[src/grl_pkg.sv]
// ---------------------------------------------------------------------------
// grl_pkg: shared types and constants of the ranged random number block
// Request and result layouts, the command passed from the front end to the
// back end, status codes and the generator constants.
// ---------------------------------------------------------------------------
package grl_pkg;

  localparam logic [31:0] TAP_MASK   = 32'hd000_0001;
  localparam logic [31:0] SEED_RESET = 32'h2345_6789;
  localparam int          DIV_STEPS  = 32;
  localparam int          DIV_CNT_W  = 5;

  typedef enum logic [1:0] {
    KIND_LOAD  = 2'd0,
    KIND_RAW   = 2'd1,
    KIND_BOUND = 2'd2,
    KIND_RANGE = 2'd3
  } kind_t;

  typedef enum logic [1:0] {
    ST_OK        = 2'd0,
    ST_ZERO_SEED = 2'd1,
    ST_BAD_BOUND = 2'd2,
    ST_BAD_RANGE = 2'd3
  } status_t;

  typedef enum logic [2:0] {
    OP_LOAD     = 3'd0,
    OP_KEEP     = 3'd1,
    OP_ADV_ZERO = 3'd2,
    OP_ADV_ADD  = 3'd3,
    OP_ADV_MOD  = 3'd4
  } op_t;

  typedef enum logic [1:0] {
    BK_IDLE  = 2'd0,
    BK_SHIFT = 2'd1,
    BK_DIV   = 2'd2,
    BK_WRITE = 2'd3
  } back_state_t;

  typedef struct packed {
    logic [1:0]         kind;
    logic signed [31:0] first_value;
    logic signed [31:0] second_value;
  } in_t;

  typedef struct packed {
    logic signed [31:0] result_value;
    logic [31:0]        seed_value;
    logic [1:0]         status;
  } out_t;

  typedef struct packed {
    op_t         op;
    status_t     status;
    logic [31:0] operand;
    logic [31:0] offset;
  } cmd_t;

endpackage

[src/galois_lfsr_ranged_random.sv]
// ---------------------------------------------------------------------------
// galois_lfsr_ranged_random: ranged random number generator
// A 32-bit Galois LFSR seed with load, raw, bounded and ranged draws.
//
//   channel  ports                         direction
//   request  in_push, in_full, in_item     in
//   result   out_empty, out_pop, out_item  out
//
// A load goes straight to the result write. A raw or rejected draw first
// shifts the seed SHIFTS_PER_DRAW times, one shift a cycle, and a bounded
// or ranged draw then runs the back end's one-bit-a-cycle remainder loop.
// Reset sets the seed to 0x23456789 and empties both queues.
// A two-entry command queue and the result register let requests be taken
// while a result is still waiting to be popped.
// ---------------------------------------------------------------------------
module galois_lfsr_ranged_random #(
  parameter int SHIFTS_PER_DRAW = 32
) (
  input  logic          clk,
  input  logic          rst_n,
  input  logic          in_push,
  output logic          in_full,
  input  grl_pkg::in_t  in_item,
  output logic          out_empty,
  input  logic          out_pop,
  output grl_pkg::out_t out_item
);

  grl_pkg::cmd_t push_cmd;
  grl_pkg::cmd_t head_cmd;
  logic          q_push;
  logic          q_full;
  logic          q_pop;
  logic          q_empty;

  grl_front u_front (
    .in_push (in_push),
    .in_item (in_item),
    .in_full (in_full),
    .q_full  (q_full),
    .q_push  (q_push),
    .q_cmd   (push_cmd)
  );

  grl_cmdq u_cmdq (
    .clk      (clk),
    .rst_n    (rst_n),
    .push     (q_push),
    .push_cmd (push_cmd),
    .full     (q_full),
    .pop      (q_pop),
    .head     (head_cmd),
    .empty    (q_empty)
  );

  grl_back #(
    .SHIFTS_PER_DRAW (SHIFTS_PER_DRAW)
  ) u_back (
    .clk       (clk),
    .rst_n     (rst_n),
    .q_head    (head_cmd),
    .q_empty   (q_empty),
    .q_pop     (q_pop),
    .out_empty (out_empty),
    .out_pop   (out_pop),
    .out_item  (out_item)
  );

endmodule

[src/grl_front.sv]
// ---------------------------------------------------------------------------
// grl_front: request decoder
// Checks each request and turns it into a command for the back end.
// ---------------------------------------------------------------------------
module grl_front (
  input  logic         in_push,
  input  grl_pkg::in_t in_item,
  output logic         in_full,
  input  logic         q_full,
  output logic         q_push,
  output grl_pkg::cmd_t q_cmd
);

  logic [31:0] span;
  logic        range_bad;

  assign span      = 32'(in_item.second_value - in_item.first_value + 32'sd1);
  assign range_bad = in_item.second_value < in_item.first_value;
  assign in_full   = q_full;
  assign q_push    = in_push && !q_full;

  always_comb begin
    q_cmd.op      = grl_pkg::OP_ADV_ADD;
    q_cmd.status  = grl_pkg::ST_OK;
    q_cmd.operand = 32'd0;
    q_cmd.offset  = 32'd0;
    unique case (grl_pkg::kind_t'(in_item.kind))
      grl_pkg::KIND_LOAD: begin
        if (in_item.first_value == 32'sd0) begin
          q_cmd.op     = grl_pkg::OP_KEEP;
          q_cmd.status = grl_pkg::ST_ZERO_SEED;
        end else begin
          q_cmd.op      = grl_pkg::OP_LOAD;
          q_cmd.operand = in_item.first_value;
        end
      end
      grl_pkg::KIND_RAW: begin
        q_cmd.op = grl_pkg::OP_ADV_ADD;
      end
      grl_pkg::KIND_BOUND: begin
        if (in_item.first_value <= 32'sd0) begin
          q_cmd.op     = grl_pkg::OP_ADV_ZERO;
          q_cmd.status = grl_pkg::ST_BAD_BOUND;
        end else begin
          q_cmd.op      = grl_pkg::OP_ADV_MOD;
          q_cmd.operand = in_item.first_value;
        end
      end
      grl_pkg::KIND_RANGE: begin
        if (range_bad) begin
          q_cmd.op     = grl_pkg::OP_ADV_ZERO;
          q_cmd.status = grl_pkg::ST_BAD_RANGE;
        end else if (span == 32'd0) begin
          q_cmd.op     = grl_pkg::OP_ADV_ADD;
          q_cmd.offset = in_item.first_value;
        end else begin
          q_cmd.op      = grl_pkg::OP_ADV_MOD;
          q_cmd.operand = span;
          q_cmd.offset  = in_item.first_value;
        end
      end
      default: begin
        q_cmd.op = grl_pkg::OP_ADV_ADD;
      end
    endcase
  end

endmodule

[src/grl_cmdq.sv]
// ---------------------------------------------------------------------------
// grl_cmdq: command queue
// Two-entry queue between the request decoder and the back end.
// ---------------------------------------------------------------------------
module grl_cmdq (
  input  logic          clk,
  input  logic          rst_n,
  input  logic          push,
  input  grl_pkg::cmd_t push_cmd,
  output logic          full,
  input  logic          pop,
  output grl_pkg::cmd_t head,
  output logic          empty
);

  localparam int DEPTH = 2;

  grl_pkg::cmd_t entry_r [DEPTH];
  logic          wr_ptr_r, wr_ptr_nxt;
  logic          rd_ptr_r, rd_ptr_nxt;
  logic [1:0]    count_r, count_nxt;

  assign full  = count_r == 2'(DEPTH);
  assign empty = count_r == 2'd0;
  assign head  = entry_r[rd_ptr_r];

  always_comb begin
    wr_ptr_nxt = push ? ~wr_ptr_r : wr_ptr_r;
    rd_ptr_nxt = pop ? ~rd_ptr_r : rd_ptr_r;
    count_nxt  = count_r + 2'(push) - 2'(pop);
  end

  always_ff @(posedge clk) begin
    if (!rst_n) begin
      wr_ptr_r <= 1'b0;
      rd_ptr_r <= 1'b0;
      count_r  <= 2'd0;
    end else begin
      wr_ptr_r <= wr_ptr_nxt;
      rd_ptr_r <= rd_ptr_nxt;
      count_r  <= count_nxt;
    end
  end

  always_ff @(posedge clk) begin
    if (push) begin
      entry_r[wr_ptr_r] <= push_cmd;
    end
  end

endmodule

[src/grl_back.sv]
// ---------------------------------------------------------------------------
// grl_back: generator and reduction engine
// Holds the seed, advances it one shift a cycle, reduces it with a
// bit-serial restoring divider and writes the result register.
// ---------------------------------------------------------------------------
module grl_back #(
  parameter int SHIFTS_PER_DRAW = 32
) (
  input  logic          clk,
  input  logic          rst_n,
  input  grl_pkg::cmd_t q_head,
  input  logic          q_empty,
  output logic          q_pop,
  output logic          out_empty,
  input  logic          out_pop,
  output grl_pkg::out_t out_item
);

  localparam int CNT_W = $clog2(SHIFTS_PER_DRAW + 1);

  function automatic logic [31:0] lfsr_step(input logic [31:0] s);
    lfsr_step = (s >> 1) ^ ({32{s[0]}} & grl_pkg::TAP_MASK);
  endfunction

  grl_pkg::back_state_t state_r, state_nxt;
  grl_pkg::cmd_t        cmd_r, cmd_nxt;
  logic [31:0]          seed_r, seed_nxt;
  logic [31:0]          rem_r, rem_nxt;
  logic [31:0]          dvd_r, dvd_nxt;
  logic [CNT_W-1:0]     scnt_r, scnt_nxt;
  logic [grl_pkg::DIV_CNT_W-1:0] dcnt_r, dcnt_nxt;
  grl_pkg::out_t        out_r, out_nxt;
  logic                 out_valid_r, out_valid_nxt;
  logic                 out_load;
  logic [32:0]          trial;
  logic [33:0]          diff;
  logic [31:0]          stepped;

  assign stepped   = lfsr_step(seed_r);
  assign trial     = {rem_r, dvd_r[31]};
  assign diff      = {1'b0, trial} - {2'b00, cmd_r.operand};
  assign out_empty = !out_valid_r;
  assign out_item  = out_r;

  always_comb begin
    state_nxt = state_r;
    unique case (state_r)
      grl_pkg::BK_IDLE: begin
        if (!q_empty) begin
          if (q_head.op == grl_pkg::OP_LOAD || q_head.op == grl_pkg::OP_KEEP) begin
            state_nxt = grl_pkg::BK_WRITE;
          end else begin
            state_nxt = grl_pkg::BK_SHIFT;
          end
        end
      end
      grl_pkg::BK_SHIFT: begin
        if (scnt_r == '0) begin
          state_nxt = (cmd_r.op == grl_pkg::OP_ADV_MOD) ? grl_pkg::BK_DIV
                                                          : grl_pkg::BK_WRITE;
        end
      end
      grl_pkg::BK_DIV: begin
        if (dcnt_r == '0) begin
          state_nxt = grl_pkg::BK_WRITE;
        end
      end
      grl_pkg::BK_WRITE: begin
        if (out_load) begin
          state_nxt = grl_pkg::BK_IDLE;
        end
      end
      default: begin
        state_nxt = grl_pkg::BK_IDLE;
      end
    endcase
  end

  always_comb begin
    q_pop    = (state_r == grl_pkg::BK_IDLE) && !q_empty;
    out_load = (state_r == grl_pkg::BK_WRITE) && (!out_valid_r || out_pop);
  end

  always_comb begin
    cmd_nxt       = q_pop ? q_head : cmd_r;
    seed_nxt      = seed_r;
    rem_nxt       = rem_r;
    dvd_nxt       = dvd_r;
    scnt_nxt      = scnt_r;
    dcnt_nxt      = dcnt_r;
    out_nxt       = out_r;
    out_valid_nxt = out_valid_r && !out_pop;

    if (q_pop) begin
      scnt_nxt = CNT_W'(SHIFTS_PER_DRAW - 1);
    end

    if (state_r == grl_pkg::BK_SHIFT) begin
      seed_nxt = stepped;
      scnt_nxt = scnt_r - 1'b1;
      rem_nxt  = 32'd0;
      dvd_nxt  = stepped;
      dcnt_nxt = grl_pkg::DIV_CNT_W'(grl_pkg::DIV_STEPS - 1);
    end

    if (state_r == grl_pkg::BK_DIV) begin
      rem_nxt  = diff[33] ? trial[31:0] : diff[31:0];
      dvd_nxt  = {dvd_r[30:0], 1'b0};
      dcnt_nxt = dcnt_r - 1'b1;
    end

    if (out_load) begin
      out_valid_nxt     = 1'b1;
      out_nxt.status    = cmd_r.status;
      out_nxt.seed_value = seed_r;
      case (cmd_r.op)
        grl_pkg::OP_LOAD: begin
          seed_nxt           = cmd_r.operand;
          out_nxt.seed_value = cmd_r.operand;
          out_nxt.result_value = cmd_r.operand;
        end
        grl_pkg::OP_ADV_ADD: begin
          out_nxt.result_value = seed_r + cmd_r.offset;
        end
        grl_pkg::OP_ADV_MOD: begin
          out_nxt.result_value = rem_r + cmd_r.offset;
        end
        default: begin
          out_nxt.result_value = 32'sd0;
        end
      endcase
    end
  end

  always_ff @(posedge clk) begin
    if (!rst_n) begin
      state_r     <= grl_pkg::BK_IDLE;
      seed_r      <= grl_pkg::SEED_RESET;
      out_valid_r <= 1'b0;
    end else begin
      state_r     <= state_nxt;
      seed_r      <= seed_nxt;
      out_valid_r <= out_valid_nxt;
    end
  end

  always_ff @(posedge clk) begin
    cmd_r  <= cmd_nxt;
    rem_r  <= rem_nxt;
    dvd_r  <= dvd_nxt;
    scnt_r <= scnt_nxt;
    dcnt_r <= dcnt_nxt;
    out_r  <= out_nxt;
  end

endmodule

[config.mk]
export PLATFORM = sky130hd
export DESIGN_NAME = galois_lfsr_ranged_random
export DESIGN_NICKNAME = d
export VERILOG_FILES = /design/src/grl_pkg.sv /design/src/galois_lfsr_ranged_random.sv /design/src/grl_front.sv /design/src/grl_cmdq.sv /design/src/grl_back.sv
export SDC_FILE = /design/constraint.sdc
export NUM_CORES = 1
export LEC_CHECK = 0
export ABC_AREA = 1
export BUFFER_PORTS_ARGS = -buffer_cell sky130_fd_sc_hd__buf_2
export CAP_MARGIN = 25
export CORE_UTILIZATION = 40
export DETAILED_ROUTE_END_ITERATION = 16
export GPL_TIMING_DRIVEN = 0
export PLACE_DENSITY = 0.67
export SYNTH_ARGS = -nofsm -noshare
export SYNTH_HDL_FRONTEND = slang
export SYNTH_SLANG_ARGS = --single-unit
[constraint.sdc]
create_clock -name clk -period 7.6 [get_ports clk]
set_clock_uncertainty 0.05 [all_clocks]
set_input_delay 0.76 -clock clk [delete_from_list [all_inputs] [get_ports clk]]
set_output_delay 0.76 -clock clk [all_outputs]
set_load 0.02 [all_outputs]
== Word-level counts from Yosys, hierarchy flattened ==
Memory sizes are Yosys's and may differ from the RTL's. A register that Yosys moved wholly into a read port is not among the register bits.
Index checks and enable logic that the tools add are counted.
Cells by class
  add/sub/neg operators: 9
  order comparisons: 2
  eq/ne operators: 14
  muxes and demuxes: 40
  bitwise logic cells: 3
  reductions and logical operators: 22
Operator list (count)
  2-to-1 mux 32 bit: 13
  case mux 34 bit (3 select lines): 1
  case mux 32 bit (3 select lines): 1
  adder 32 bit: 2
  logical NOT 32 bit: 2
  2-to-1 mux 64 bit: 1
  subtractor 33 x 32 -> 34 bit: 1
  adder 32 x 2 -> 32 bit, second input constant: 1
  <= comparator 32 x 1 -> 1 bit, second input constant: 1
  less-than comparator 32 bit: 1
  subtractor 32 bit: 1
  bitwise XOR 31 x 32 -> 32 bit: 1
  2-to-1 mux 2 bit: 7
  2-to-1 mux 6 bit: 2
  case mux 3 bit (4 select lines): 1
  == test 2 bit, second input constant: 5
  2-to-1 mux 5 bit: 2
  2-to-1 mux 3 bit: 3
  2-to-1 mux 1 bit: 8
  case mux 2 bit (4 select lines): 1
  logical NOT 2 bit: 3
  logical NOT 3 bit: 2
  logical NOT 6 bit: 1
  inequality test 2 x 1 -> 1 bit, second input constant: 3
  other kinds (16): 26
Storage, ports and cells
  flip-flop bits (word level): 249
  RAM bits: 138
  input port bits: 70
  output and inout bits: 68
  logic and storage cells: 109
  memories: 1
Memory list
  u_cmdq.entry_r: depth 2, bits a word 69, read ports 1, clocked after memory_dff 1, wr ports 1, line grl_cmdq.sv:18  | grl_pkg::cmd_t entry_r [DEPTH];

== Logic depth before layout (Yosys ltp) ==
Gate-level depths: netlist (run 1).
  word-level depth: 6
  depth in mapped cells: 22
  gate-level depth less buffers: 22

== Hierarchy ==
A second synthesis (run 1) with hierarchy kept.
Second synthesis, totals
  cell total of the unflattened synthesis: 3012
  area, all modules: 24757.5 µm²
Modules (own cells, without submodules)
  grl_back: instances 1, cells each 1945, area each 15034.4 µm²
  grl_cmdq: instances 1, cells each 248, area each 5246.3 µm²
  grl_front: instances 1, cells each 819, area each 4476.8 µm²

== Least setup slack after synthesis (run 1) ==
No wires, ideal clock.
  path type: reg2reg
  start: reg u_back.state_r[0]
  end: reg u_cmdq.count_r[1]
  library setup time: 70 ps
  arrival time: 5397 ps
  data required time: 7480 ps
  setup slack: 2083 ps
  cell stages (with the launch flop): 11
  path buffers: 0
  clock period less this slack: 5517 ps
  cell sequence: dfxtp_1 inv_1 ha_1 inv_1 a21oi_1 ha_1 inv_1 ha_1 xor2_1 o21ai_0 a21oi_1
Between the ends
  word-level cells in the longest chain between the ends: 3
RTL lines
  start: declaration: line grl_back.sv:25  | grl_pkg::back_state_t state_r, state_nxt;
  start signal: assignment: line grl_back.sv:137  | state_r <= grl_pkg::BK_IDLE;
  start signal: assignment: line grl_back.sv:141  | state_r <= state_nxt;
  logical NOT 2 bit: line grl_back.sv:80  | q_pop = (state_r == grl_pkg::BK_IDLE) && !q_empty;
  logical AND 1 bit: line grl_back.sv:80
  net q_pop: line galois_lfsr_ranged_random.sv:33  | logic q_pop;
  subtractor 2 x 1 -> 2 bit: line grl_cmdq.sv:30  | count_nxt = count_r + 2'(push) - 2'(pop);
  end signal: assignment: line grl_cmdq.sv:41  | count_r <= count_nxt;
  end: declaration: line grl_cmdq.sv:21  | logic [1:0] count_r, count_nxt;
The timed path passes the listed nets, and every way through them passes these cells.
A chain may end at the register's enable or synchronous reset.

== Worst setup path after layout (run 1) ==
  start: reg u_back.cmd_r[67] (netlist bit)
  end: reg u_back.out_r, in the netlist u_back.out_item[62] (data pin)
Between the ends
  word-level cells in the longest chain between the ends: 2
RTL lines
  start: declaration: line grl_back.sv:26  | grl_pkg::cmd_t cmd_r, cmd_nxt;
  start signal: assignment: line grl_back.sv:148  | cmd_r <= cmd_nxt;
  == test 3 bit (tied with other cells): line grl_back.sv:116  | case (cmd_r.op)
  case mux 32 bit (3 select lines) (*): line grl_back.sv:116
  end signal: assignment: line grl_back.sv:153  | out_r <= out_nxt;
  end: declaration: line grl_back.sv:32  | grl_pkg::out_t out_r, out_nxt;
Mark *: on every way between the ends. The rest lies on a longest branch, timed or not.

==> results.txt, run 1 <==
Gr ovfl total: 0
Worst hold margin: 0.372 ns
Worst setup SP type: flop
Minimum clock period: 4.76 ns
Comb pwr share: 0.480
Port-buffer cells: 137
Core Rows: 87
Synthesis-to-finish area growth: 13.7%
Critical Path Fanout Max: 10
Avg Cell Area, Syn: 8.91 sq um
CP required: 7.83 ns
DR iter-0 viols: 1411
# resized after CTS: 0
Worst slew margin: 0.334
Seq/Total Area, Yosys: 0.488
Leak: 11.1 nW
Syn Inst Count: 2586
# setup viols final: 0
Post-CTS Setup Bufs: 0
Final ANT Viol Nets: 0
WP data arrival: 4.99 ns
Distinct cells, synth: 56
Layout cell share with drive strength beyond 1: 0.120
Switching pwr: 4.77 mW
Nets: 2996
Synth warn: 0
Final Hold Violating Endpoints: 0
Initial antenna violation count: 0
Crit path capture type: flop
Boundary pin count: 138
Diodes inserted: 0
Die X: 242 um
Pint: 6.04 mW
Core area: 0.0566 sq mm
Cell area after layout: 0.0262 sq mm
Slew Viols, Final: 0
Switching portion of total power: 0.441
Type of the most critical hold path: flop to flop
TritonCTS clock tree: done
Dpl hpwl: 58.1 mm
Clk network pwr share: 0.185
Setup TNS Final: 0 ns
Yosys reg bits: 388
Crit path kind: flop to flop
Max Freq: 210 MHz
Non-filler cells, final: 3558
Post-layout power: 10.8 mW
CTS Hold Bufs: 0
Die area: 0.0586 sq mm
H-tree Lvls: 2
Vias in the first global route: 18829
DP Area: 0.0249 sq mm
CTS sink count: 388
Final WL: 70.7 mm
RSZ-0062 raised after global routing: no
Most frequent cells in the layout: nand2_1 (579), inv_1 (359), edfxtp_1 (347), o21ai_0 (237), nor2_1 (192)
Die Span Y: 242 um
Seq pwr share: 0.335
Root buf cell: clkbuf_16
GP Congestion: 1.01
Power per cell area: 413 mW/mm^2
Post-route DRC: 0
Commonest non-fill, non-tap cell in the layout: nand2_1
Longest Clk Path Bufs: 3
Initial Util: 0.407
Outcome: complete, no violations
Post-Place Cells: 3486
CTS Buf Count: 40
Final worst path period share: 0.627
Worst-margin pin slew: 0.989 ns
Post-synthesis cell area: 0.0230 sq mm
First-pass GRT wire length: 107 mm
Avg WL per Cell: 19.9 um
Largest net degree at the start of global routing: 70
Post-synthesis net count: 2810
Worst-skew pair later-pin latency: 0.55 ns
Worst-path clk slew: 0.06 ns
Max cap viols: 0
Router iterations before antenna repair: 7
GRT Util Overall: 0.239
VDD IR max: 0.205 mV
Routed vias/inst: 5.30
Vias: 18864
## layer usage
layer | GRT usage | vias up | routed length (um)
li1 | - | 9150 | -
met1 | 0.302 | 8810 | 29500
met2 | 0.413 | 733 | 33900
met3 | 0.0233 | 171 | 3920
met4 | 0.109 | 0 | 3370
met5 | 0 | - | 0
## cells by family after synthesis
kind of cell,Yosys count,synth area share
compound gates,531,0.125
mux,68,0.0332
simple gates,966,0.175
flops,388,0.488
buf+inv,438,0.0733
fa+ha+maj,154,0.0895
xor+xnor,41,0.0159
## worst paths after layout
path / endpoint / from / slack (ns) / cells past startpoint
max: u_back.out_item[62] / u_back.cmd_r[67] / 2.84 / 21
min reg2reg: u_back.out_item[0] / u_back.cmd_r[64] / 0.37 / 0
min: u_back.out_item[0] / u_back.cmd_r[64] / 0.37 / 0
max reg2reg: u_back.out_item[62] / u_back.cmd_r[67] / 2.84 / 21
## power by group through the flow
stage	clock network, mW	registers [mW]	logic [mW]
floorplan	0	3.50	3.51
global placement	0	3.70	5.00
CTS	2.02	3.60	5.15
finish	2.00	3.63	5.19
detailed placement	0	3.64	5.12
global route	2.11	3.67	5.73
## synth_stat cells (all sizes together)
master | n | area [sq um]
edfxtp | 347 | 10400
or2 | 3 | 18.8
o21ai | 278 | 1400
nor4 | 11 | 83.8
nand4 | 28 | 175
clkinv | 1 | 3.75
dfxtp | 41 | 821
ha | 136 | 1700
xnor2 | 21 | 184
buf | 18 | 110
a21oi | 172 | 865
mux2 | 67 | 754
clkbuf | 51 | 193
a31oi | 19 | 119
nand3 | 111 | 583
o221a | 1 | 11.3
fa | 18 | 360
o211ai | 5 | 37.5
and2 | 1 | 6.26
a221oi | 17 | 149
and3 | 1 | 6.26
or3 | 1 | 11.3
a21boi | 4 | 30.0
a21o | 13 | 97.6
o31ai | 2 | 15.0
xor2 | 20 | 183
o221ai | 1 | 8.76
a211oi | 2 | 15.0
nor3 | 15 | 80.1
inv | 368 | 1380
mux2i | 1 | 10.0
o21a | 3 | 22.5
o21bai | 12 | 97.6
nand2 | 584 | 2200
nand3b | 8 | 72.6
o22ai | 2 | 12.5
nor2 | 203 | 795
## metrics by stage
step	utilization	setup WS, ns
global route	0.463	2.43
global placement	0.436	0.261
floorplan	-	2.08
detailed placement	0.439	2.87
finish	0.463	2.84
CTS	0.463	2.85
## flip-flops by register name (all words and copies together) (netlist names), named ones only
signal / flops
u_back.cmd_r: 69
u_back.dcnt_r: 5
u_back.dvd_r: 32
u_back.out_item: 66
u_back.out_valid_r: 1
u_back.rem_r: 32
u_back.scnt_r: 6
u_back.seed_r: 32
u_back.state_r: 2
u_cmdq.count_r: 2
u_cmdq.entry_r: 138
u_cmdq.rd_ptr_r: 1
u_cmdq.wr_ptr_r: 1
## worst max-delay path: stages (launching register included)
cell      delay (ns)
edfxtp_1        0.38
nor2_1          0.11
inv_1           0.08
nor2_2          0.46
clkbuf_1        0.55
nand2_1         0.10
o21ai_0         0.11
ha_1            0.20
inv_1           0.06
fa_1            0.41
inv_1           0.09
nand3_1         0.06
nand2_1         0.13
a21oi_1         0.16
o21ai_1         0.38
inv_1           0.15
o21ai_1         0.31
nand4_1         0.25
nand3_1         0.13
nand2_1         0.06
nand2_1         0.14
nand2_1         0.11
## layout make-up
type / instances / area (sq um)
inverters: 369 / 1390
clock inverters: 21 / 211
well taps: 756 / 946
fillers: 5486 / 30400
multi-input cells: 1760 / 10200
flip-flops and latches: 388 / 11200
plain buffers: 69 / 303
clock buffers: 51 / 1130
repair buffers: 144 / 841
Power figures use the tool's default switching activity.
==> run 2: changes to the inputs <==
==> constraint.sdc (replaced) <==
create_clock -name clk -period 4.8 [get_ports clk]
set_clock_uncertainty 0.05 [all_clocks]
set_input_delay 0.48 -clock clk [delete_from_list [all_inputs] [get_ports clk]]
set_output_delay 0.48 -clock clk [all_outputs]
set_load 0.02 [all_outputs]
==> run 2 against run 1 <==
Cell count is essentially flat. Critical path depth unchanged. Sequential share of layout area grew 0.13 points. Combinational power up 58%. Total power grew 57%. Highest routed layer unchanged. Via count fell by 0.27%. First-iteration DRC count shrank 11%. Critical path type unchanged. Die area unchanged.
==> results.txt, run 2 (synthesis results as in run 1) <==
Die area: 0.0586 sq mm (unchanged)
Switching pwr: 7.48 mW (was 4.77 mW)
Pint: 9.45 mW (was 6.04 mW)
First-pass GRT wire length: 107 mm (about the same)
Fin util: 0.462 (was 0.463)
# setup viols final: 0 (unchanged)
Nets: 2995 (was 2996)
H-tree Lvls: 2 (unchanged)
DR iter-0 viols: 1255 (was 1411)
Crit path capture type: flop (unchanged)
Avg WL per Cell: 19.7 um (was 19.9 um)
Switching portion of total power: 0.442 (was 0.441)
VDD IR max: 0.333 mV (was 0.205 mV)
Worst slew margin: 0.339 (was 0.334)
CP cell instances: nor2_1, inv_1, nor2_4, clkbuf_2, nand2_1, o21ai_0, ha_1, inv_1, fa_1, inv_1, nand3_1, nand2_1, a21oi_1, o21ai_1, inv_1, o21ai_1, nand4_1, nand3_1, nand2_1, nand2_1, nand2_1 (was nor2_1, inv_1, nor2_2, clkbuf_1, nand2_1, o21ai_0, ha_1, inv_1, fa_1, inv_1, nand3_1, nand2_1, a21oi_1, o21ai_1, inv_1, o21ai_1, nand4_1, nand3_1, nand2_1, nand2_1, nand2_1)
Final ANT Viol Nets: 0 (unchanged)
Max Freq: 229 MHz (was 210 MHz)
Final WL: 70.0 mm (was 70.7 mm)
Initial antenna violation count: 1 (was 0)
Die X: 242 um (unchanged)
Largest net degree at the start of global routing: 70 (unchanged)
Post-route DRC: 0 (unchanged)
Post-CTS Setup Bufs: 0 (unchanged)
RSZ-0062 raised after global routing: no (unchanged)
Max cap viols: 0 (unchanged)
Seq pwr share: 0.339 (was 0.335)
Commonest non-fill, non-tap cell in the layout: nand2_1 (unchanged)
Non-filler cells, final: 3557 (was 3558)
Most frequent cells in the layout: nand2_1 (579), inv_1 (359), edfxtp_1 (347), o21ai_0 (237), nor2_1 (192) (unchanged)
CP most frequent cell: nand2_1 (unchanged)
CTS sink count: 388 (unchanged)
Vias in the first global route: 18773 (was 18829)
Router iterations before antenna repair: 8 (was 7)
Die Span Y: 242 um (unchanged)
WP data arrival: 4.60 ns (was 4.99 ns)
GRT Util Overall: 0.237 (was 0.239)
Max incr delay on CP: 0.41 ns (was 0.55 ns)
Power per cell area: 648 mW/mm^2 (was 413 mW/mm^2)
Comb pwr share: 0.483 (was 0.480)
Fill count: 5513 (was 5486)
Root buf cell: clkbuf_16 (unchanged)
Outcome: complete, no violations (unchanged)
Vias: 18814 (was 18864)
Worst-margin pin slew: 0.981 ns (was 0.989 ns)
Most flops, register: u_cmdq.entry_r (unchanged)
Max reg flops: 138 (unchanged)
Critical Path Fanout Max: 10 (unchanged)
Leak: 11.1 nW (about the same)
Boundary pin count: 138 (unchanged)
Port-buffer cells: 137 (unchanged)
Slew Viols, Final: 0 (unchanged)
Minimum clock period: 4.37 ns (was 4.76 ns)
GP Congestion: 1.00 (was 1.01)
CP top delay family: simple AND/OR/NAND/NOR gates (unchanged)
Core area: 0.0566 sq mm (unchanged)
# resized after CTS: 0 (unchanged)
Worst-skew pair later-pin latency: 0.54 ns (was 0.55 ns)
Synthesis-to-finish area growth: 13.4% (was 13.7%)
Final worst path period share: 0.911 (was 0.627)
Final Hold Violating Endpoints: 0 (unchanged)
Initial Util: 0.407 (unchanged)
TritonCTS clock tree: done (unchanged)
Gr ovfl total: 0 (unchanged)
Worst-path clk slew: 0.07 ns (was 0.06 ns)
Clk network pwr share: 0.177 (was 0.185)
Layout cell share with drive strength beyond 1: 0.118 (was 0.120)
Core Rows: 87 (unchanged)
Setup TNS Final: 0 ns (unchanged)
Post-Place Cells: 3486 (unchanged)
Crit-path slowest cell: fa_1 (was clkbuf_1)
Crit path kind: flop to flop (unchanged)
CTS Buf Count: 39 (was 40)
Longest Clk Path Bufs: 3 (unchanged)
Worst setup SP type: flop (unchanged)
CP required: 5.02 ns (was 7.83 ns)
Buf/Inv on CP: 5 (unchanged)
Type of the most critical hold path: primary input to flop (was flop to flop)
Routed vias/inst: 5.29 (was 5.30)
Dpl hpwl: 57.8 mm (was 58.1 mm)
CTS Hold Bufs: 0 (unchanged)
## run 2: power by group through the flow
stage / registers (mW) / logic (mW) / clock network (mW)
global placement: 5.84 / 7.90 / 0
detailed placement: 5.77 / 8.07 / 0
floorplan: 5.53 / 5.56 / 0
global route: 5.81 / 9.07 / 3.17
finish: 5.74 / 8.18 / 3.00
CTS: 5.71 / 8.12 / 3.05
## run 2: area by class of cell
type / count / area, sq um / area share
Inverter: 369 / 1390 / 0.0530
Timing Repair Buffer: 144 / 841 / 0.0322
Clock inverter: 21 / 195 / 0.00747
Multi-Input combinational cell: 1760 / 10200 / 0.389
Tap cell: 756 / 946 / 0.0362
Clock buffer: 48 / 1050 / 0.0403
Buffer: 69 / 304 / 0.0116
Antenna cell: 2 / 5.00 / 0.000192
Sequential cell: 388 / 11200 / 0.430
## run 2: layer usage
layer | vias to the layer above | global-route usage | wire length (um)
met3 | 172 | 0.0234 | 3700
li1 | 9153 | - | -
met2 | 682 | 0.406 | 33000
met1 | 8807 | 0.298 | 29400
met4 | 0 | 0.120 | 3840
met5 | - | 0 | 0
## run 2: worst paths after layout
kind | from | to | slack, ns | cells past startpoint
worst max-delay path | u_back.cmd_r[67] | u_back.out_item[62] | 0.43 | 21
worst min-delay path | out_pop | u_back.out_valid_r | 0.21 | 4
worst max register to register | u_back.cmd_r[67] | u_back.out_item[62] | 0.43 | 21
worst min register to register | u_back.cmd_r[65] | u_back.out_item[1] | 0.37 | 0
## run 2: worst register-to-register path: stages (launching register included)
cell and delay (ns):
edfxtp_1 0.38, nor2_1 0.12, inv_1 0.10, nor2_4 0.28
clkbuf_2 0.35, nand2_1 0.09, o21ai_0 0.09, ha_1 0.20
inv_1 0.06, fa_1 0.41, inv_1 0.10, nand3_1 0.07
nand2_1 0.12, a21oi_1 0.15, o21ai_1 0.39, inv_1 0.15
o21ai_1 0.32, nand4_1 0.27, nand3_1 0.14, nand2_1 0.07
nand2_1 0.11, nand2_1 0.11
## run 2: metrics by stage
| step | area (sq um) | setup WS, ns | total power [mW] | hold WS [ns] |
|---|---|---|---|---|
| 2_1_floorplan | 23000 | 0.691 | 11.1 | 0.350 |
| 3_3_place_gp | 24700 | -0.910 | 13.7 | 0.360 |
| 3_5_place_dp | 24900 | 0.0870 | 13.8 | 0.365 |
| 4_1_cts | 26100 | 0.0234 | 16.9 | 0.197 |
| 5_1_grt | 26100 | 0.0417 | 18.0 | 0.237 |
| 6_report | 26100 | 0.427 | 16.9 | 0.208 |
